==> src/design/fxalu_pkg.sv <==
// Package with constants, item types and operation codes of the Q24.8 fixed-point ALU.
package fxalu_pkg;

  localparam int FRAC_BITS   = 8;
  localparam int DATA_W      = 32;
  localparam int QUOT_W      = DATA_W + FRAC_BITS;
  localparam int PROD_W      = 2 * DATA_W;
  localparam int QUEUE_DEPTH = 4;
  localparam int QPTR_W      = $clog2(QUEUE_DEPTH);
  localparam int QCNT_W      = $clog2(QUEUE_DEPTH + 1);
  localparam logic [DATA_W:0] ROUND_HALF = (DATA_W + 1)'(1) << (FRAC_BITS - 1);

  typedef enum logic [3:0] {
    FN_ADD     = 4'd0,
    FN_SUB     = 4'd1,
    FN_MUL     = 4'd2,
    FN_DIV     = 4'd3,
    FN_LT      = 4'd4,
    FN_GT      = 4'd5,
    FN_LE      = 4'd6,
    FN_GE      = 4'd7,
    FN_EQ      = 4'd8,
    FN_NE      = 4'd9,
    FN_MIN     = 4'd10,
    FN_MAX     = 4'd11,
    FN_INC     = 4'd12,
    FN_DEC     = 4'd13,
    FN_TOINT   = 4'd14,
    FN_FROMINT = 4'd15
  } func_t;

  typedef enum logic [1:0] {
    CL_SIMPLE = 2'd0,
    CL_MUL    = 2'd1,
    CL_DIV    = 2'd2,
    CL_TOINT  = 2'd3
  } cls_t;

  typedef struct packed {
    func_t              func;
    logic signed [31:0] operand_a;
    logic signed [31:0] operand_b;
  } req_t;

  typedef struct packed {
    logic signed [31:0] result;
    logic               compare_true;
    logic               divide_by_zero;
  } rsp_t;

  typedef struct packed {
    func_t                    func;
    cls_t                     cls;
    logic                     lt;
    logic                     eq;
    logic                     b_zero;
    logic signed [DATA_W-1:0] a;
    logic signed [DATA_W-1:0] b;
  } op_t;

  typedef struct packed {
    cls_t              cls;
    logic              qneg;
    logic [DATA_W-1:0] r;
    logic              cmp;
    logic              dz;
  } line_t;

endpackage

==> src/design/fxalu_front.sv <==
// Front stage that accepts items, classifies them and pushes them into the queue.
module fxalu_front
  import fxalu_pkg::*;
(
  input  logic clk,
  input  logic rst,
  input  logic req_valid,
  output logic req_stall,
  input  req_t req,
  input  logic q_full,
  output logic push,
  output op_t  push_op
);

  logic f_v;
  op_t  f_op;
  op_t  op_next;
  logic accept;

  assign req_stall = f_v && q_full;
  assign accept    = req_valid && !req_stall;
  assign push      = f_v && !q_full;
  assign push_op   = f_op;

  always_comb begin
    op_next.func   = req.func;
    op_next.a      = req.operand_a;
    op_next.b      = req.operand_b;
    op_next.lt     = req.operand_a < req.operand_b;
    op_next.eq     = req.operand_a == req.operand_b;
    op_next.b_zero = req.operand_b == '0;
    unique case (req.func)
      FN_MUL:   op_next.cls = CL_MUL;
      FN_DIV:   op_next.cls = CL_DIV;
      FN_TOINT: op_next.cls = CL_TOINT;
      default:  op_next.cls = CL_SIMPLE;
    endcase
  end

  always_ff @(posedge clk) begin
    if (rst) begin
      f_v <= 1'b0;
    end else if (accept) begin
      f_v <= 1'b1;
    end else if (push) begin
      f_v <= 1'b0;
    end
  end

  always_ff @(posedge clk) begin
    if (accept) begin
      f_op <= op_next;
    end
  end

endmodule

==> config.mk <==
export PLATFORM = sky130hd
export DESIGN_NAME = fxalu_front
export DESIGN_NICKNAME = d
export VERILOG_FILES = /design/src/design/fxalu_pkg.sv /design/src/design/fxalu_front.sv
export SDC_FILE = /design/constraint.sdc
export NUM_CORES = 1
export LEC_CHECK = 0
export BUFFER_PORTS_ARGS = -buffer_cell sky130_fd_sc_hd__clkbuf_2
export CAP_MARGIN = 15
export CORE_MARGIN = 5
export CORE_UTILIZATION = 43
export CTS_BUF_LIST = sky130_fd_sc_hd__clkbuf_4
export DETAILED_ROUTE_END_ITERATION = 10
export GPL_ROUTABILITY_DRIVEN = 0
export PLACE_DENSITY_LB_ADDON = 0.12
export SYNTH_ARGS = -nofsm -noshare
export SYNTH_HDL_FRONTEND = slang
export SYNTH_SLANG_ARGS = --single-unit
==> constraint.sdc <==
create_clock -name clk -period 5.2 [get_ports clk]
set_input_delay 1.04 -clock clk [delete_from_list [all_inputs] [get_ports clk]]
set_output_delay 1.04 -clock clk [all_outputs]
set_load 0.005 [all_outputs]
==> flow_summary.yaml <==
cells_and_area:
  layout_commonest_cell: "clkbuf_2"
  syn_to_final_growth_pct: 32.66
  postLayoutCoreUtil_pct: 58.19
  final_cell_mix: "146 x clkbuf_2, 73 x edfxtp_1, 32 x inv_1, 32 x ha_1, 11 x a21oi_1"
  final_nets: 472
  antenna_cells: 0
  drive_gt1_share_pct: 45.04
  fillers: 628
min_path:
  min_path_type: "reg -> reg"
placement:
  preCtsSetupSlack_ns: 2.161
  port-buffer-count: 146
  dp_hpwl_mm: 5.784
drt:
  wl_per_cell_um: 15.24
  antenna_left: 0
  drt_iter0_markers: 94
  via_per_inst: 4.816
  first_pass_iters: 4
  drc: 0
  wl_mm: 7.192
  vias: 2273
pwr:
  combPwrFrac_pct: 12.2
  powerDensity_mw_per_mm2: 301.2
  power_switching_uw: 296.6
  p_total_uw: 1264
  peakVddDrop_uv: 165.1
  power_frac_seq_pct: 55.8
  internal_power_uw: 967.6
  clkPwrFrac_pct: 32.0
  leakage_uw: 0.001953
  sw_frac_of_total_pct: 23.46
clock_network:
  clk_pin_slew_worst_paths_ns: 0.10
  clock_sinks: 74
  cts_tree: "done"
  root_buffer: "clkbuf_4"
  holdBufCountCts: 0
  cts_resized: 0
  cts_setup_buffers: 0
  cts_buffers: 9
  cts_max_path_buffers: 2
  insertion_delay_ns: 0.40
  cts-htree-levels: 3
yosys:
  synth.avg_cell_area_sq_um: 15.07
  synth_seq_area_share_pct: 69.91
  synthCells: 210
  synth_top_area_cell: "edfxtp_1"
  synth.distinct_cells: 29
  syn_area_sq_mm: 0.003164
  yosysWarningCount: 0
  yosysTopAreaCellShare_pct: 69.28
  synthTopCellsByArea: "edfxtp_1 69%, ha_1 13%, inv_1 3.8%, nor4_1 1.8%, a21oi_1 1.7%"
  syn_nets: 314
  synth_seq_cells: 74
setup_path:
  worstPathMaxFanout: 45
  worstSetupPathType: "in -> reg"
  crit_path_cell_trace: "clkbuf_2, and2_1, nor2b_4, buf_4"
  end_kind: "flip-flop"
  crit_slowest_cell: "nor2b_4"
  max_stage_delay_ns: 0.65
  cp-start-kind: "input port"
  worstPathArrival_ns: 2.62
  required_ns: 5.24
floorplan:
  die_y_um: 95.79
  rows: 31
  ioPinCount: 147
  initial_core_util_pct: 43.86
  dieArea_sq_mm: 0.009175
  die_w_um: 95.79
  core_sq_mm: 0.007214
sta:
  finClkSkew_ns: 0.01952
  maxSlewViolCount: 0
  hold_viol: 0
  setup_violations: 0
  tns_ns: 0
  relSlewSlack_pct: 46.17
  min_period_ns: 2.582
  period_share_pct: 49.66
  tightest_slew_ns: 0.8057
  fmax_mhz: 387.3
  worst_slack_ns: 2.618
  grt_setup_unrepaired: "false"
  hold_slack_ns: 0.6744
run_status:
  outcome: "finished, final reports clean"
grt:
  grt_pass1_wl_mm: 10.92
  grt_max_degree: 46
  grt_pass1_vias: 2274
  antenna_found_initial: 0
  track_usage_pct: 15.84
  grt-ovfl-total: 0
run:
  cap_violations: 0
## critical path: cells and delay by family
family,cells,cell delay (ns)
and+or+nand+nor,2,0.85
buffers and inverters,2,0.70
## final cells by class
type | count | area (sq um) | share of cell area, %
multi-input combinational | 104 | 839.6 | 20.00
sequential | 74 | 2212 | 52.70
clock buffer | 10 | 75.07 | 1.788
tap | 99 | 123.9 | 2.951
clock inverter | 6 | 88.84 | 2.116
timing repair buffer | 147 | 738.2 | 17.59
inverter | 32 | 120.1 | 2.861
## flip-flops by register name, summed over array words and instances (netlist names)
signal,flops
push_op,73
f_v,1
## power groups by stage
stage / Clock [uW] / Combinational, uW / Sequential [uW]
final: 405 / 154 / 706
after global routing: 447 / 174 / 709
after CTS: 415 / 157 / 706
after detailed placement: 0 / 156 / 720
after global placement: 0 / 152 / 720
after floorplan: 0 / 59.4 / 727
## synth_stat cells
cell	count
nor3_1	1
nand4_1	8
nor4_1	9
nand2_1	9
o21ai_1	1
a21oi_2	1
edfxtp_1	73
o2111ai_1	1
a221oi_1	1
nand3_1	2
nor2_1	8
a211oi_1	1
nand4_2	1
inv_1	32
o31a_1	1
and2_1	2
nor4_2	1
dfxtp_1	1
a21boi_2	1
nor3b_1	1
nor2b_1	3
o22ai_2	1
ha_1	32
a21oi_1	11
a221o_1	1
o211ai_1	1
a21o_1	2
o21ai_0	3
xor2_1	1
## cells by family after synthesis
logic type      count (synthesis)  share of synthesized area, %
xor+xnor                        1                        0.2768
simple gates                   45                         7.868
fa+ha+maj                      32                         12.65
buf+inv                        32                         3.796
compound gates                 26                         5.496
flops                          74                         69.91
## path summary, 6_finish.rpt
kind	cells after the start	startpoint	slack (ns)	end
worst max-delay path	4	q_full	2.62	push_op[47]
worst max register to register	3	f_v	3.05	push_op[47]
worst min register to register	3	f_v	0.67	f_v
worst min-delay path	3	f_v	0.67	f_v
## stage by stage
step,cell area (sq um),cells
2_1_floorplan,3164,210
3_3_place_gp,4034,456
6_report,4198,472
4_1_cts,4198,472
5_1_grt,4198,472
3_5_place_dp,4034,456
## layer usage
layer / wire length [um] / part of all wire (%) / track usage, % / up-vias
li1: - / - / - / 1111
met1: 2959 / 41 / 20.14 / 1050
met2: 3514 / 49 / 25.88 / 101
met3: 601 / 8.4 / 4.378 / 11
met4: 118 / 1.6 / 5.806 / 0
met5: 0 / 0 / 0 / -
No activity file was read; power rests on OpenSTA's default activity.
