<file path="src/design/fxalu_pkg.sv">
// Package with constants, item types and operation codes of the Q24.8 fixed-point ALU.
package fxalu_pkg;

  localparam int FRAC_BITS   = 8;
  localparam int DATA_W      = 32;
  localparam int QUOT_W      = DATA_W + FRAC_BITS;
  localparam int PROD_W      = 2 * DATA_W;
  localparam int QUEUE_DEPTH = 4;
  localparam int QPTR_W      = $clog2(QUEUE_DEPTH);
  localparam int QCNT_W      = $clog2(QUEUE_DEPTH + 1);
  localparam logic [DATA_W:0] ROUND_HALF = (DATA_W + 1)'(1) << (FRAC_BITS - 1);

  typedef enum logic [3:0] {
    FN_ADD     = 4'd0,
    FN_SUB     = 4'd1,
    FN_MUL     = 4'd2,
    FN_DIV     = 4'd3,
    FN_LT      = 4'd4,
    FN_GT      = 4'd5,
    FN_LE      = 4'd6,
    FN_GE      = 4'd7,
    FN_EQ      = 4'd8,
    FN_NE      = 4'd9,
    FN_MIN     = 4'd10,
    FN_MAX     = 4'd11,
    FN_INC     = 4'd12,
    FN_DEC     = 4'd13,
    FN_TOINT   = 4'd14,
    FN_FROMINT = 4'd15
  } func_t;

  typedef enum logic [1:0] {
    CL_SIMPLE = 2'd0,
    CL_MUL    = 2'd1,
    CL_DIV    = 2'd2,
    CL_TOINT  = 2'd3
  } cls_t;

  typedef struct packed {
    func_t              func;
    logic signed [31:0] operand_a;
    logic signed [31:0] operand_b;
  } req_t;

  typedef struct packed {
    logic signed [31:0] result;
    logic               compare_true;
    logic               divide_by_zero;
  } rsp_t;

  typedef struct packed {
    func_t                    func;
    cls_t                     cls;
    logic                     lt;
    logic                     eq;
    logic                     b_zero;
    logic signed [DATA_W-1:0] a;
    logic signed [DATA_W-1:0] b;
  } op_t;

  typedef struct packed {
    cls_t              cls;
    logic              qneg;
    logic [DATA_W-1:0] r;
    logic              cmp;
    logic              dz;
  } line_t;

endpackage

</file>
<file path="src/design/fxalu_queue.sv">
// Short queue of classified items between the front and the execution pipeline.
module fxalu_queue
  import fxalu_pkg::*;
(
  input  logic clk,
  input  logic rst,
  input  logic push,
  input  op_t  push_op,
  output logic full,
  input  logic pop,
  output logic not_empty,
  output op_t  head
);

  op_t               slots [QUEUE_DEPTH];
  logic [QPTR_W-1:0] wr_ptr;
  logic [QPTR_W-1:0] rd_ptr;
  logic [QCNT_W-1:0] count;

  assign full      = count == QCNT_W'(QUEUE_DEPTH);
  assign not_empty = count != '0;
  assign head      = slots[rd_ptr];

  always_ff @(posedge clk) begin
    if (rst) begin
      wr_ptr <= '0;
      rd_ptr <= '0;
      count  <= '0;
    end else begin
      if (push) begin
        wr_ptr <= wr_ptr + 1'b1;
      end
      if (pop) begin
        rd_ptr <= rd_ptr + 1'b1;
      end
      if (push && !pop) begin
        count <= count + 1'b1;
      end else if (pop && !push) begin
        count <= count - 1'b1;
      end
    end
  end

  always_ff @(posedge clk) begin
    if (push) begin
      slots[wr_ptr] <= push_op;
    end
  end

`ifndef SYNTHESIS
  a_count_bound: assert property (@(posedge clk) disable iff (rst)
    count <= QCNT_W'(QUEUE_DEPTH))
    else $error("Queue count exceeds its depth.");
  a_no_pop_empty: assert property (@(posedge clk) disable iff (rst)
    pop |-> not_empty)
    else $error("Queue popped while empty.");
  a_no_push_full: assert property (@(posedge clk) disable iff (rst)
    full && !pop |=> count == QCNT_W'(QUEUE_DEPTH))
    else $error("Queue lost its fill level while full.");
`endif

endmodule

</file>
<file path="config.mk">
export PLATFORM = sky130hd
export DESIGN_NAME = fxalu_queue
export DESIGN_NICKNAME = d
export VERILOG_FILES = /design/src/design/fxalu_pkg.sv /design/src/design/fxalu_queue.sv
export SDC_FILE = /design/constraint.sdc
export NUM_CORES = 1
export LEC_CHECK = 0
export BUFFER_PORTS_ARGS = -buffer_cell sky130_fd_sc_hd__buf_2
export CORE_AREA = 8 8 105 202
export CTS_CLUSTER_DIAMETER = 80
export DETAILED_ROUTE_END_ITERATION = 12
export DIE_AREA = 0 0 113 210
export PLACE_DENSITY_LB_ADDON = 0.08
export SLEW_MARGIN = 20
export SYNTH_ARGS = -nofsm -noshare
export SYNTH_HDL_FRONTEND = slang
export SYNTH_SLANG_ARGS = --single-unit
</file>
<file path="constraint.sdc">
create_clock -name clk -period 7.55 [get_ports clk]
set_clock_uncertainty 0.2 [all_clocks]
set_input_delay 2.265 -clock clk [delete_from_list [all_inputs] [get_ports clk]]
set_output_delay 2.265 -clock clk [all_outputs]
set_load 0.005 [all_outputs]
</file>
==> results.md, run 1 <==
* DIE AREA at between 20,000 and 25,000 um2
* Clock power frac at roughly two fifths
* Htree depth at 1
* Most area-consuming cells after synthesis: edfxtp_1, mux4_2, dfxtp_1, buf_12, ha_1
* Multi-input logic area at ~1900 um2
* Share of cells above drive strength 1 at 44.8%
* Clock Root Buffer: clkbuf_16
* Post-Syn Instances at roughly 430
* Xor/xnor share of the synthesized area at less than 1%
* Synth area leader: edfxtp_1
* DP Wirelength at roughly 13,000 um
* Tightest Hold Check Type: reg2reg
* Routed Antenna Nets at 0
* Worst Max-Slew Pin Slew at ~1.1 ns
* Post-synth cell types at 22
* CP endpoint kind: output port
* Vias per cell at a little under 6
* Port bufs at approximately 150
* Most common cell after layout, fill and taps aside: edfxtp_1
* Post-CTS sizing at 0
* Syn nets at between 500 and 600
* 1st-iter DRT viols at slightly below 300
* Mapped Area at between 10,000 and 15,000 um2
* Final Setup Violations at 0
* Die height at between 200 and 250 um
* Core Util, Final at 69.3%
* Outcome: finished clean
* Flip-flop and latch area at about 9000 um2
* Clk_lat worst skew at 0.50 ns
* Critical path launch point type: flop
* Post-CTS Setup Inserts at 0
* Psw at 0.739 mW
* Post-route DRC violation count at 0
* Post-synthesis mux area share at ~15%
* Fillers at ~1,200
* Initial antenna violation count at 2
* CTS Buf Count at 25
* Crit Path Class: reg2out
* Max-slew violations at 0
* Hold_buf cts at 0
* Worst hold slack at ~0.33 ns
* Cell internal pwr at roughly 3 mW
* Die Wd at approximately 110 um
* Seq/Total Area, Yosys at 81.1%
* Cell area power density at 284 nW/um2
* Placed Area at 12,000 um2
* RSZ-0062 raised after global routing: no
* Wirelength, routed at 20,700 um
* Initial cell density of the core at roughly 59%
* # rows at a little over 70
* Simple-gate share of the synthesized area at 0.680%
* VDD IR max at around 0.24 mV
* Arrival @ worst endpoint at about 2.4 ns
* WL per Instance at 24.9 um
* Post-synth top area share at between 70% and 80%
* Global-route wire length before repair at approximately 31,000 um
* Hold Fails Final Rpt at 0
* CTS tree: built
* Avg Synthesized Cell Area at about 26 um2
* Cell area after layout at about 13,000 um2
* Yosys reg bits at roughly 300
* Seq pwr share at about 53%
* Leak at around 4.4 nW
* Nets at 677
* F_max at between 200 and 250 MHz
* DRT Pass-1 Iters at 4
* Vias in the first global route at about 5,500
* Register clock-pin slew on the reported worst setup and hold paths at 0.06 ns
* Complex-gate fraction of the synthesized area at less than 1%
* Aggregate global-route resource usage at 17.4%
* Tmin final at just under 5 ns
* Critical path required time at about 5.1 ns
* GPL Wtd Cong at just over 0.7
* Max-cap violations at 0
* Clk sink count at between 300 and 400
* Largest family of logic cells by synthesized area: multiplexers
* Worst slew margin at between 20% and 30%
* Sw Share at roughly a fifth
* Adder-Cell Fraction of Synth Area at less than 1%
* Gate power share at 8.5%
* P&R area growth vs syn at 17.1%
* Via count at approximately 4,900
* Most frequent cells in the layout: edfxtp_1, buf_2, mux4_2, clkbuf_16
* Ys Warns at 0
* Core area at around 19,000 um2
* Total Neg Setup Slack at 0 ns
* Crit-path max FO at 25
* GR Overflow Total at 0
* Period utilization at a little under two thirds
* Ports at ~150
* Largest net degree at the start of global routing at 74
* CTS max path bufs at 3
power groups by stage:
stage	logic [mW]	registers (mW)	clock network, mW
6_report	0.311	1.96	1.40
5_1_grt	0.337	1.96	1.49
4_1_cts	0.306	1.97	1.43
3_5_place_dp	0.305	2.01	0
3_3_place_gp	0.294	2.00	0
2_1_floorplan	0.199	1.97	0
worst max-delay path, cell delays in order, from the launching register on:
cell	delay [ns]
dfxtp_4	0.56
buf_4	0.51
mux4_1	0.61
buf_2	0.15
per-stage QoR:
stage / setup slack [ns] / power, mW / instances
6_report: 2.74 / 3.67 / 832
5_1_grt: 2.57 / 3.79 / 832
4_1_cts: 2.08 / 3.71 / 830
3_5_place_dp: 2.61 / 2.31 / 785
3_3_place_gp: 2.60 / 2.30 / 781
2_1_floorplan: 2.94 / 2.17 / 425
registers in the layout (all words and copies together), names as in the netlist, named ones only:
register,flops
wr_ptr,2
count,3
slots,292
rd_ptr,2
final timing paths:
path	cells after the start	to	slack (ns)	start
setup / recovery	3	head[68]	2.74	flop
hold / removal	2	flop	0.33	rd_ptr[0]
setup reg to reg	4	slots[0][17]	5.25	wr_ptr[0]
hold reg to reg	2	flop	0.33	rd_ptr[0]
cell type report:
type | instances | share of cell area [%]
flip-flops and latches | 301 | 69.3
clock buffers | 30 | 4.99
diodes | 1 | 0.0194
well taps | 219 | 2.12
inverters | 4 | 0.116
clock inverters | 15 | 1.98
multi-input cells | 103 | 14.6
repair buffers | 159 | 6.86
synthesized netlist by cell type:
master,instances
xor2_1,3
nor3b_1,1
edfxtp_1,292
dfxtp_1,9
or3_1,2
inv_1,4
nor2_1,7
buf_2,7
o21ai_0,1
mux2i_1,2
clkbuf_1,1
fa_1,1
buf_12,7
and2_1,4
xnor2_1,2
mux4_1,1
a21oi_1,1
mux4_2,72
ha_1,5
clkbuf_2,1
buf_6,1
nand2_1,1
cell families after synthesis:
logic type,after synthesis
AND/OR/NAND/NOR,15
multiplexers,75
adder cells (fa/ha/maj),6
buffers and inverters,21
AO/OA/AOI/OAI,2
XOR/XNOR,5
flip-flops,301
routing by layer:
metal	vias to the layer above	GRT usage (%)	wire [um]	part of all wire (%)
met5	-	0	12	0.058
met3	39	3.50	1070	5.1
met1	2604	18.8	7390	36
li1	2143	-	-	-
met4	2	5.83	476	2.3
met2	147	32.8	11800	57
No activity file was read; power rests on OpenSTA's default activity.
==> run 2: changes to the inputs <==
ABC_AREA = 1   (was default)
CORE_AREA = 8 8 109 210   (was 8 8 105 202)
DIE_AREA = 0 0 117 218   (was 0 0 113 210)
clock period = 4.6 ns   (was 7.55 ns; I/O delays follow)
==> run 2 against run 1 <==
Sequential cell count stayed put. Highest routed layer is now met4. Critical endpoint is now head[33]. Die area is 7.5% higher. Cell count is 44% higher. Power is 57% higher. Cell area is 0.61% higher.
==> results.md, run 2 <==
* Yosys reg bits at 301
* Worst slew margin at 46.8%
* Post-Syn Instances at 765
* Cell area after layout at between 10,000 and 15,000 um2
* Worst hold slack at 0.259 ns
* FF-to-FF Start: wr_ptr[1]
* Via count at about 6,600
* Mapped Area at 11,300 um2
* Tmin final at between 4 and 5 ns
* Most common cell in the netlist: edfxtp_1
* Syn nets at about 850
* Post-route DRC violation count at 0
* Worst hold path depth at 1
* Post-synth cell types at 22
* Post-CTS Setup Inserts at 0
* P&R area growth vs syn at 15.2%
* Port bufs at 151
* Leak at ~4.6 nW
* Synth area leader: edfxtp_1
* Max-cap violations at 0
* 1st-iter DRT viols at between 400 and 500
* Seq/Total Area, Yosys at between 70% and 80%
* Clk_lat worst skew at approximately 0.51 ns
* WL per Instance at roughly 20 um
* Initial antenna violation count at 0
* Vias per cell at between 5 and 6
* Clock Root Buffer: clkbuf_16
* Most area-consuming cells after synthesis: edfxtp_1, nor2_1, o22ai_1, o21ai_0, o21ai_1
* Die Wd at between 100 and 150 um
* Tightest Hold Check Type: reg2reg
* Nets at 993
* Hold_buf cts at 0
* Clk sink count at 301
* Largest regs: slots x292, count x3
* CTS max path bufs at 3
* Initial cell density of the core at a little under three fifths
* Outcome: finished clean
* Max-slew violations at 0
* Register clock-pin slew on the reported worst setup and hold paths at about 0.07 ns
* Most flop-heavy register: slots
* Worst Max-Slew Pin Slew at roughly 0.80 ns
* Global-route wire length before repair at about 36,000 um
* CP endpoint kind: output port
* Share of cells above drive strength 1 at about 22%
* Vias in the first global route at between 6,000 and 7,000
* Ys Warns at 0
* DIE AREA at 25,500 um2
* DRT Pass-1 Iters at 4
* Worst Hold Launch: rd_ptr[1]
* Wirelength, routed at around 23,000 um
* Htree depth at 1
* Core area at 20,200 um2
* Final Setup Violations at 0
* Reg2Reg Setup Slack at 2.37 ns
* Worst setup margin at about 0.57 ns
* Path depth of the worst reg2reg path at 5
* Post-synth top area share at approximately 78%
* RR Endpoint: slots[1][54]
* Crit Path Class: reg2out
* Routed Antenna Nets at 0
* Avg Synthesized Cell Area at ~15 um2
* GPL Wtd Cong at around 0.74
* # rows at 74
* Hold Fails Final Rpt at 0
* Arrival @ worst endpoint at between 2 and 2.5 ns
* Max FFs per register at ~300
* F_max at between 200 and 250 MHz
* Die height at 218 um
* Top_reg_cell synth: edfxtp_1
* Aggregate global-route resource usage at 18.5%
* DP Wirelength at between 10,000 and 15,000 um
* Async S/R FF share, synth at 0%
* Most frequent cells in the layout: edfxtp_1, nor2_1, buf_2, o21ai_0, o22ai_1
* Crit-path max FO at 72
* Period utilization at between 80 and 90%
* Critical path launch point type: flop
* Pre-CTS setup slack at 1.07 ns
* Largest net degree at the start of global routing at 74
* RSZ-0062 raised after global routing: no
* Antenna diodes at 0
* VDD IR max at ~0.40 mV
* CTS Buf Count at 24
* Total Neg Setup Slack at 0 ns
* GR Overflow Total at 0
* Cell area power density at 442 nW/um2
* EDFF count, synth at roughly 300
* Ports at between 150 and 200
* Placed Area at about 12,000 um2
* Commonest cells post-synth: edfxtp_1, nor2_1, o21ai_0
* Post-CTS sizing at 0
* Total Power at 5.74 mW
* CTS tree: built
* Most common cell after layout, fill and taps aside: edfxtp_1
* Critical path required time at slightly above 3 ns
==> run 2: cell count changes after synthesis, sizes merged, moves of 18 or more <==
cell,delta
mux4,-73
o22ai,+73
clkbuf,+18
nor2,+146
o21ai,+150
==> run 2: logic make-up (layout without fill, tap and decap cells) <==
| kind of cell | after synthesis | count (layout) | synth area share, % |
|---|---|---|---|
| AOI/OAI and AO/OA | 227 | 227 | 10.9 |
| xor gates and xnor gates | 1 | 1 | 0.0776 |
| adders and majority gates | 6 | 6 | 0.732 |
| buffers and inverters | 64 | 227 | 3.44 |
| DFF | 301 | 301 | 79.3 |
| and+or+nand+nor | 166 | 166 | 5.57 |
==> run 2: worst max path at each step <==
stage / slack, ns / cells after the start / end / start
final: 0.57 / 5 / head[33] / flop
after global placement: 1.13 / 5 / head[51] / flop
after detailed placement: 1.07 / 5 / head[33] / flop
after CTS: 0.52 / 5 / head[71] / flop
after floorplan: 1.14 / 2 / slots[0][0] / push
after global routing: 0.35 / 5 / head[71] / flop
==> run 2: critical path, stage by stage, from the launching register on <==
cell and delay (ns):
dfxtp_4 0.49, inv_4 0.63, buf_4 0.38, nor2_1 0.07
o22ai_1 0.19, buf_2 0.15
==> run 2: per-layer routing <==
metal	global-route usage (%)	routed length (um)	up-vias	share of wire, %
met5	0	0	-	0
met4	5.72	540	0	2.3
met3	3.19	1610	31	6.9
met2	31.2	11600	211	50
met1	23.7	9610	3226	41
li1	-	-	3158	-
==> run 2: cell type report <==
type	count	area, um2
Sequential cell	301	8950
Fill cell	1557	7180
Multi-Input combinational cell	400	1950
Timing Repair Buffer	166	906
Clock buffer	34	669
Tap cell	266	333
Clock inverter	10	121
Inverter	17	71.3
==> run 2: report_power, final <==
part | switching, mW | internal (mW)
Sequential | 0.0363 | 3.13
Combinational | 0.323 | 0.180
Clock | 0.890 | 1.18
Total | 1.25 | 4.49
==> run 2: per-stage QoR <==
stage / instances / util [%]
6_report: 1194 / 64.4
5_1_grt: 1194 / 64.4
4_1_cts: 1194 / 64.4
3_5_place_dp: 1150 / 60.5
3_3_place_gp: 1150 / 60.5
2_1_floorplan: 765 / -
